<file path="src/hw/rtl/twdfs_pkg.sv">
// Shared types and constants for the two-wire display frame sender.
`timescale 1ns / 1ps

package twdfs_pkg;

	// Frame geometry
	localparam int MAX_DATA_BYTES = 4;
	localparam int STORE_DEPTH    = MAX_DATA_BYTES + 1;
	localparam int BYTE_W         = 8;
	localparam int BIT_IDX_W      = $clog2(BYTE_W);
	localparam int BYTE_IDX_W     = $clog2(STORE_DEPTH);
	localparam int COUNT_W        = 3;

	// Bit period register
	localparam int          PERIOD_W     = 16;
	localparam logic [15:0] PERIOD_RESET = 16'd500;

	// Stream widths
	localparam int IN_DATA_W  = 48;
	localparam int OUT_DATA_W = 8;

	// Operation codes carried on s_tuser
	localparam logic OP_PLAIN = 1'b0;
	localparam logic OP_START = 1'b1;

	// One input beat, unpacked
	typedef struct packed {
		logic                      operation;
		logic [BYTE_W-1:0]         cmd_byte;
		logic [MAX_DATA_BYTES*BYTE_W-1:0] data_bytes;
		logic [COUNT_W-1:0]        data_count;
		logic                      dio_in;
	} item_t;

	// One result beat; clk_out is the lowest bit
	typedef struct packed {
		logic status;
		logic done_res;
		logic busy_res;
		logic dio_out;
		logic clk_out;
	} result_t;

endpackage

</file>
<file path="src/hw/rtl/twdfs_engine.sv">
// Pin-level frame sequencer: advances one system cycle per accepted beat.
`timescale 1ns / 1ps

module twdfs_engine
	import twdfs_pkg::*;
(
	input  logic                clk,
	input  logic                arst_n,
	input  logic                adv,
	input  item_t               item,
	input  logic [PERIOD_W-1:0] period,
	output result_t             res
);

	typedef enum logic [2:0] {
		PH_IDLE,
		PH_START,
		PH_BIT_LOW,
		PH_BIT_HIGH,
		PH_ACK_LOW,
		PH_ACK_HIGH,
		PH_STOP_LOW,
		PH_STOP_HIGH
	} phase_t;

	phase_t                phase_q, phase_d;
	logic [BIT_IDX_W-1:0]  bit_idx_q, bit_idx_d;
	logic [BYTE_IDX_W-1:0] byte_idx_q, byte_idx_d;
	logic [COUNT_W-1:0]    nbytes_q, nbytes_d;
	logic [PERIOD_W-1:0]   cnt_q, cnt_d;
	logic                  clk_lvl_q, clk_lvl_d;
	logic                  dio_lvl_q, dio_lvl_d;
	logic                  nack_q, nack_d;
	logic [BYTE_W-1:0]     frame_q [STORE_DEPTH];

	logic                  store_we;
	logic                  done;
	logic                  stat;
	logic [PERIOD_W-1:0]   load;
	logic [COUNT_W-1:0]    count_sat;
	logic [BYTE_W-1:0]     cur_byte;

	// Zero period behaves as one
	assign load = (period == '0) ? PERIOD_W'(1) : period;

	assign count_sat = (item.data_count > COUNT_W'(MAX_DATA_BYTES))
		? COUNT_W'(MAX_DATA_BYTES) : item.data_count;

	assign cur_byte = frame_q[byte_idx_q];

	// Next-state logic for one cycle
	always_comb begin
		phase_d    = phase_q;
		bit_idx_d  = bit_idx_q;
		byte_idx_d = byte_idx_q;
		nbytes_d   = nbytes_q;
		cnt_d      = cnt_q;
		clk_lvl_d  = clk_lvl_q;
		dio_lvl_d  = dio_lvl_q;
		nack_d     = nack_q;
		store_we   = 1'b0;
		done       = 1'b0;
		stat       = 1'b0;
		if (phase_q == PH_IDLE) begin
			if (item.operation == OP_START) begin
				store_we   = 1'b1;
				nbytes_d   = count_sat + COUNT_W'(1);
				byte_idx_d = '0;
				bit_idx_d  = '0;
				nack_d     = 1'b0;
				dio_lvl_d  = 1'b0;
				phase_d    = PH_START;
				cnt_d      = load;
			end
		end else if (cnt_q > PERIOD_W'(1)) begin
			cnt_d = cnt_q - PERIOD_W'(1);
		end else begin
			unique case (phase_q)
				PH_START: begin
					clk_lvl_d = 1'b0;
					bit_idx_d = '0;
					phase_d   = PH_BIT_LOW;
					cnt_d     = load;
				end
				PH_BIT_LOW: begin
					dio_lvl_d = cur_byte[bit_idx_q];
					clk_lvl_d = 1'b1;
					phase_d   = PH_BIT_HIGH;
					cnt_d     = load;
				end
				PH_BIT_HIGH: begin
					clk_lvl_d = 1'b0;
					cnt_d     = load;
					if (bit_idx_q != BIT_IDX_W'(BYTE_W - 1)) begin
						bit_idx_d = bit_idx_q + BIT_IDX_W'(1);
						phase_d   = PH_BIT_LOW;
					end else begin
						dio_lvl_d = 1'b1;
						phase_d   = PH_ACK_LOW;
					end
				end
				PH_ACK_LOW: begin
					nack_d    = item.dio_in;
					clk_lvl_d = 1'b1;
					phase_d   = PH_ACK_HIGH;
					cnt_d     = load;
				end
				PH_ACK_HIGH: begin
					if (nack_q) begin
						// no acknowledge: release both lines and abort
						clk_lvl_d = 1'b1;
						dio_lvl_d = 1'b1;
						phase_d   = PH_IDLE;
						cnt_d     = '0;
						done      = 1'b1;
						stat      = 1'b1;
					end else if (COUNT_W'(byte_idx_q) + COUNT_W'(1) < nbytes_q) begin
						byte_idx_d = byte_idx_q + BYTE_IDX_W'(1);
						bit_idx_d  = '0;
						clk_lvl_d  = 1'b0;
						phase_d    = PH_BIT_LOW;
						cnt_d      = load;
					end else begin
						dio_lvl_d = 1'b0;
						clk_lvl_d = 1'b0;
						phase_d   = PH_STOP_LOW;
						cnt_d     = load;
					end
				end
				PH_STOP_LOW: begin
					clk_lvl_d = 1'b1;
					phase_d   = PH_STOP_HIGH;
					cnt_d     = load;
				end
				PH_STOP_HIGH: begin
					dio_lvl_d = 1'b1;
					phase_d   = PH_IDLE;
					cnt_d     = '0;
					done      = 1'b1;
				end
				default: begin
					phase_d = PH_IDLE;
				end
			endcase
		end
	end

	// Result of this beat
	always_comb begin
		res.clk_out  = clk_lvl_d;
		res.dio_out  = dio_lvl_d;
		res.busy_res = (phase_d != PH_IDLE);
		res.done_res = done;
		res.status   = stat;
	end

	// Control state
	always_ff @(posedge clk or negedge arst_n) begin
		if (!arst_n) begin
			phase_q    <= PH_IDLE;
			bit_idx_q  <= '0;
			byte_idx_q <= '0;
			nbytes_q   <= '0;
			cnt_q      <= '0;
			clk_lvl_q  <= 1'b1;
			dio_lvl_q  <= 1'b1;
			nack_q     <= 1'b0;
		end else if (adv) begin
			phase_q    <= phase_d;
			bit_idx_q  <= bit_idx_d;
			byte_idx_q <= byte_idx_d;
			nbytes_q   <= nbytes_d;
			cnt_q      <= cnt_d;
			clk_lvl_q  <= clk_lvl_d;
			dio_lvl_q  <= dio_lvl_d;
			nack_q     <= nack_d;
		end
	end

	// Frame bytes, loaded in full at frame start
	always_ff @(posedge clk) begin
		if (adv && store_we) begin
			frame_q[0] <= item.cmd_byte;
			for (int i = 0; i < MAX_DATA_BYTES; i++) begin
				frame_q[i + 1] <= item.data_bytes[i*BYTE_W +: BYTE_W];
			end
		end
	end

endmodule

</file>
<file path="src/hw/rtl/two_wire_display_frame_sender.sv">
// Top level: stream ports, bit period register and result register.
// Result: each result beat is registered and offered in the cycle after its input beat is accepted.
// Throughput: one beat per cycle while the result register is empty or draining; each beat is one
//   system cycle of the line sequencer, set by the combinational next-state logic in twdfs_engine.
// Reset: arst_n clears the sequencer to idle with both lines released high,
//   empties the result register and loads the bit period with 500.
`timescale 1ns / 1ps

module two_wire_display_frame_sender
	import twdfs_pkg::*;
(
	input  logic                  clk,
	input  logic                  arst_n,
	input  logic                  cfg_valid,
	output logic                  cfg_ready,
	input  logic [PERIOD_W-1:0]   cfg_data,    // bit_period_ticks
	input  logic                  s_tvalid,
	output logic                  s_tready,
	input  logic [IN_DATA_W-1:0]  s_tdata,     // cmd_byte, data_bytes, data_count, dio_in
	input  logic                  s_tuser,     // operation
	output logic                  m_tvalid,
	input  logic                  m_tready,
	output logic [OUT_DATA_W-1:0] m_tdata      // clk_out, dio_out, busy_res, done_res, status
);

	logic [PERIOD_W-1:0] period_q;
	logic                m_tvalid_q;
	result_t             res_q;
	result_t             res;
	item_t               item;
	logic                in_beat;

	assign cfg_ready = 1'b1;
	assign s_tready  = !m_tvalid_q || m_tready;
	assign in_beat   = s_tvalid && s_tready;

	// Unpack the input beat
	always_comb begin
		item.operation  = s_tuser;
		item.cmd_byte   = s_tdata[7:0];
		item.data_bytes = s_tdata[39:8];
		item.data_count = s_tdata[42:40];
		item.dio_in     = s_tdata[43];
	end

	// Bit period register
	always_ff @(posedge clk or negedge arst_n) begin
		if (!arst_n) begin
			period_q <= PERIOD_RESET;
		end else if (cfg_valid && cfg_ready) begin
			period_q <= cfg_data;
		end
	end

	twdfs_engine u_engine (
		.clk    (clk),
		.arst_n (arst_n),
		.adv    (in_beat),
		.item   (item),
		.period (period_q),
		.res    (res)
	);

	// Result register
	always_ff @(posedge clk or negedge arst_n) begin
		if (!arst_n) begin
			m_tvalid_q <= 1'b0;
		end else if (in_beat) begin
			m_tvalid_q <= 1'b1;
		end else if (m_tready) begin
			m_tvalid_q <= 1'b0;
		end
	end

	always_ff @(posedge clk) begin
		if (in_beat) begin
			res_q <= res;
		end
	end

	assign m_tvalid = m_tvalid_q;
	assign m_tdata  = {(OUT_DATA_W - $bits(result_t))'(0), res_q};

endmodule

</file>
<file path="config.mk">
export PLATFORM = sky130hd
export DESIGN_NAME = two_wire_display_frame_sender
export DESIGN_NICKNAME = d
export VERILOG_FILES = /design/src/hw/rtl/twdfs_pkg.sv /design/src/hw/rtl/twdfs_engine.sv /design/src/hw/rtl/two_wire_display_frame_sender.sv
export SDC_FILE = /design/constraint.sdc
export NUM_CORES = 1
export LEC_CHECK = 0
export ABC_AREA = 1
export BUFFER_PORTS_ARGS = -buffer_cell sky130_fd_sc_hd__buf_2
export CAP_MARGIN = 5
export CORE_MARGIN = 4
export CORE_UTILIZATION = 25
export CTS_CLUSTER_SIZE = 10
export DETAILED_ROUTE_END_ITERATION = 10
export GPL_TIMING_DRIVEN = 0
export PLACE_DENSITY = 0.52
export SKIP_LAST_GASP = 1
export SYNTH_ARGS = -nofsm -noshare
export SYNTH_HDL_FRONTEND = slang
export SYNTH_SLANG_ARGS = --single-unit
</file>
<file path="constraint.sdc">
create_clock -name clk -period 5.8 [get_ports clk]
set_input_delay 1.45 -clock clk [delete_from_list [all_inputs] [get_ports clk]]
set_output_delay 1.45 -clock clk [all_outputs]
set_load 0.05 [all_outputs]
</file>
# Word level (Yosys, flattened, before mapping)
# Memory sizes are Yosys's and may differ from the RTL's.
# Cells that the tools add are included.
# word_totals
elab_cells	112
memories	1
out_inout_bits	11
ramBits	40
regBits	53
# mem_list
name	words	word_bits	rd	rd_ports_with_merged_regs	write_ports	line	text
u_engine.frame_q	5	8	1	0	5	twdfs_engine.sv:34	logic [BYTE_W-1:0] frame_q [STORE_DEPTH];
# classes
n_eq_ne	14
n_mux	50
magnitude_cmp	4
bitwise_logic	1
n_reduce_logical	23
n_addsub	4
# ops
cell	count
$mux 16	5
$mux 3	18
$pmux 16 s3	1
$mux 1	20
$pmux 3 s6	1
$gt 16x1->1 const B	1
$logic_not 16->1	1
$sub 16x1->16 const B	1
$eq 3x3->1 const B	4
$add 3x1->3 const B	3
$pmux 3 s3	1
$reduce_bool 2->1	4
$reduce_and 7->1	1
$eq 3x2->1 const B	2
$ne 3x1->1 const B	2
$ne 3x3->1 const B	2
$reduce_and 3->1	2
$reduce_and 6->1	1
$reduce_or 3->1	2
$reduce_bool 5->1	1
$reduce_or 5->1	1
$lt 3x4->1 const B	1
$ne 2x2->1 const B	2
$pmux 1 s4	1
other kinds (16)	18

# Logic depth before layout (Yosys ltp)
# depth
word_depth	8
mapped_depth	15

# Hierarchy
# A second synthesis with hierarchy kept.
# hier_totals
hier_cells	545
hier_area_um2	4878.4
# modules_own_cells
mod	n_inst	area_per_inst_um2	cells_each	seq_area_each_um2
twdfs_engine	1	3988.8	461	1979.4
two_wire_display_frame_sender	1	889.6	84	583.1

# Least setup slack after synthesis
# Ideal clock, no wire load.
# synth_timing
kind	input-to-reg
start	input m_tready
end	memory u_engine.frame_q[0][0], enable pin
cell_stages	4
arrival_ns	3.932
setup_time_ns	0.445
setup_slack_ns	1.423
required_time_ns	5.355
path_cell_list	inv_1 > nand2_1 > nand2_1 > nor2_1
# synth_rtl
element	line	text
start, declared	two_wire_display_frame_sender.sv:22	input logic m_tready,
end, declared	twdfs_engine.sv:34	

# Final worst setup path
# layout_timing
start	input m_tready
end	output s_tready
# layout_between
elab_chain_len	1
# layout_lines
element	line	text
$logic_or 1x1->1	two_wire_display_frame_sender.sv:34	assign s_tready = !m_tvalid_q || m_tready;
end, declared	two_wire_display_frame_sender.sv:18	output logic s_tready,
# No other way between the ends.

==> run_results.csv <==
group,metric,value,unit
synth,synthesis.area,0.00483,mm^2
grt,grt_max_degree,49,
floorplanning,num_io_pins,81,
grt,grt_usage,10.5,%
sta,grt_setup_unrepaired,"no",
floorplanning,core_region_area,0.0188,mm^2
floorplanning,dieArea,0.0216,mm^2
floorplanning,dieWidth,147,um
finish,post-route-util,31.0,%
floorplanning,start_util,25.6,%
outcome,outcome,"finished clean",
sta,tightest_slew,1.10,ns
setup_path,crit_type,"in2out",
setup_path,end_kind,"primary output",
routing,drtAntennaViolNets,0,
pwr,p_leak,2.61,nW
synth,synth.distinct_cells,44,
finish,final_common_cell,"nand2_1",
routing,drc,0,
pwr,peakVddDrop,0.000206,V
clocking,cts_root_buffer,"clkbuf_16",
finish,nNetsFinal,689,
setup_path,start_kind,"input pin",
finish,syn_to_final_growth,21.0,%
pwr,powerDensity,428,mW/mm^2
placement,place_hpwl,8.29,mm
sta,drv_slew,0,
finish,final_cell_mix,"128 x nand2_1, 75 x buf_2, 58 x inv_1",
clocking,clk_latency,0.35,ns
clocking,cts_resized,0,
finish,fillCellCount,2021,
grt,grt_pass1_wl,18.5,mm
sta,layout_setup_ws,2.45,ns
clocking,cts_setup_buffers,0,
clocking,cts_max_path_buffers,2,
routing,finalWirelength,11.0,mm
routing,drt_iter0_drc,195,
sta,min_period,3.35,ns
clocking,htreeDepth,3,
grt,grt_overflow,0,
placement,routabilityCongestion,0.827,
sta,slew_headroom,26.6,%
sta,finalSetupViolCount,0,
placement,io_buffers,71,
setup_path,arrival,1.90,ns
clocking,cts_tree,"yes",
sta,holdWs,0.483,ns
sta,tns,0,ns
sta,hold_viol,0,
placement,pre_cts_ws,2.44,ns
synth,yosys_warnings,0,
clocking,cts_num_sinks,93,
sta,skew,0.0113,ns
clocking,cts.hold.buffers_added,0,
floorplanning,fp.dieH,147,um
synth,ys_seq_elements,93,
routing,vias,3720,
routing,drt_pre_antenna_iters,4,
synth,netlist_instances,526,
grt,antenna_found_initial,0,
sta,period_share,57.8,%
run,maxCapViolCount,0,
routing,via_per_inst,4.25,
routing,routedWlPerCell,12.5,um
finish,drive_above_1_share,25.0,%
setup_path,critPathMaxFanout,3,
clocking,cts_inserted_buffers,9,
synth,ys_seq_area_share,53.1,%
finish,diodes,0,
finish,finalInstanceArea,0.00584,mm^2
setup_path,worstPathRequired,4.35,ns
floorplanning,rows,50,
synth,syn_area_per_cell,9.18,um^2
grt,grt_pass1_vias,3588,
clocking,clk_pin_slew,0.07,ns
placement,place_area,0.00554,mm^2
min_path,hold_path.class,"reg2reg",
sta,fmax,298,MHz
## path summary, 6_finish.rpt
path / start / endpoint / slack, ns / depth (start not counted)
min reg2reg: u_engine.dio_lvl_q$_DFFE_PN1P_ / u_engine.dio_lvl_q$_DFFE_PN1P_ / 0.48 / 2
max: m_tready / s_tready / 2.45 / 4
max reg2reg: u_engine.byte_idx_q[0]$_DFFE_PN0P_ / u_engine.bit_idx_q[1]$_DFFE_PN0P_ / 3.61 / 11
min in group asynchronous: arst_n / m_tvalid$_DFFE_PN0P_ / 1.31 / 1
min: u_engine.dio_lvl_q$_DFFE_PN1P_ / u_engine.dio_lvl_q$_DFFE_PN1P_ / 0.48 / 2
max in group asynchronous: arst_n / u_engine.cnt_q[11]$_DFFE_PN0P_ / 3.81 / 1
## cells in the mapped netlist
master / n / area share, %
xnor2_1: 1 / 0.18
dfstp_2: 8 / 4.4
edfxtp_1: 45 / 28
nor2_2: 2 / 0.26
clkinv_1: 3 / 0.23
o21ai_2: 4 / 0.73
o211ai_2: 1 / 0.26
nand3_1: 46 / 4.8
buf_6: 3 / 0.70
a22oi_1: 1 / 0.16
or2_4: 1 / 0.18
nor4_1: 4 / 0.52
conb_1: 2 / 0.16
a21oi_1: 16 / 1.7
xor2_1: 8 / 1.5
o21ai_0: 26 / 2.7
o21ai_1: 18 / 1.9
buf_2: 4 / 0.41
inv_8: 1 / 0.23
a221oi_1: 1 / 0.18
nand2_8: 1 / 0.41
nand2_1: 128 / 10
inv_2: 5 / 0.39
nand2_2: 4 / 0.52
o22ai_1: 4 / 0.52
mux2_2: 7 / 1.6
inv_1: 58 / 4.5
o211ai_1: 3 / 0.47
buf_4: 7 / 1.1
clkbuf_1: 3 / 0.23
dfrtp_1: 40 / 21
nand3_2: 6 / 1.2
inv_4: 2 / 0.26
nor3_1: 5 / 0.52
a211oi_2: 1 / 0.26
nor2_8: 3 / 1.2
nand2_4: 1 / 0.23
nor3_2: 1 / 0.21
o31ai_1: 2 / 0.31
nor3_4: 1 / 0.34
nor2_4: 2 / 0.47
nor2_1: 32 / 2.5
nand4_1: 7 / 0.91
ha_1: 8 / 2.1
## logic make-up (layout without fill, tap and decap cells)
| kind of cell | Yosys count | after routing | synth area share (%) |
|---|---|---|---|
| multiplexers | 7 | 7 | 1.63 |
| other | 2 | 4 | 0.156 |
| AO/OA/AOI/OAI | 77 | 77 | 9.10 |
| adder cells (fa/ha/maj) | 8 | 8 | 2.07 |
| XOR/XNOR | 9 | 9 | 1.63 |
| buffers and inverters | 86 | 174 | 8.06 |
| flip-flops | 93 | 93 | 53.1 |
| AND/OR/NAND/NOR | 244 | 244 | 24.3 |
## where the power goes
part	total (mW)	switching, mW	internal (mW)
logic	0.978	0.639	0.339
clock network	0.593	0.288	0.305
registers	0.930	0.0974	0.833
total	2.50	1.02	1.48
## state kept, by name, summed over array words and instances, names as in the netlist
signal	count
u_engine.byte_idx_q	3
m_tdata	5
u_engine.frame_q	40
u_engine.phase_q	3
u_engine.clk_lvl_q	1
u_engine.nack_q	1
u_engine.dio_lvl_q	1
u_engine.nbytes_q	3
m_tvalid	1
period_q	16
u_engine.cnt_q	16
u_engine.bit_idx_q	3
## metal layers
| layer | share of wire, % | vias up | GRT usage (%) |
|---|---|---|---|
| li1 | - | 1921 | - |
| met5 | 0 | - | 0 |
| met2 | 45 | 72 | 15.9 |
| met4 | 1.1 | 0 | 2.94 |
| met3 | 4.4 | 9 | 2.22 |
| met1 | 49 | 1718 | 15.1 |
## final cells by class
class	instances	area (um^2)	share of cell area (%)
Clock buffer	9	225	3.86
Buffer	17	118	2.01
Tap cell	260	325	5.57
Timing Repair Buffer	72	375	6.43
Sequential cell	93	2560	43.9
Clock inverter	7	73.8	1.26
Multi-Input combinational cell	349	1890	32.4
Inverter	69	272	4.65
## metrics by stage
step | instances | power [mW]
after detailed placement | 860 | 1.93
final | 876 | 2.50
after CTS | 876 | 2.53
after global routing | 876 | 2.70
after floorplan | 528 | 1.68
after global placement | 859 | 1.92
## critical path, cell delays in order
cell,delay (ns)
buf_2,0.07
inv_1,0.03
nand2_1,0.08
buf_2,0.27
Note: power is estimated with default switching activity, not from simulation.
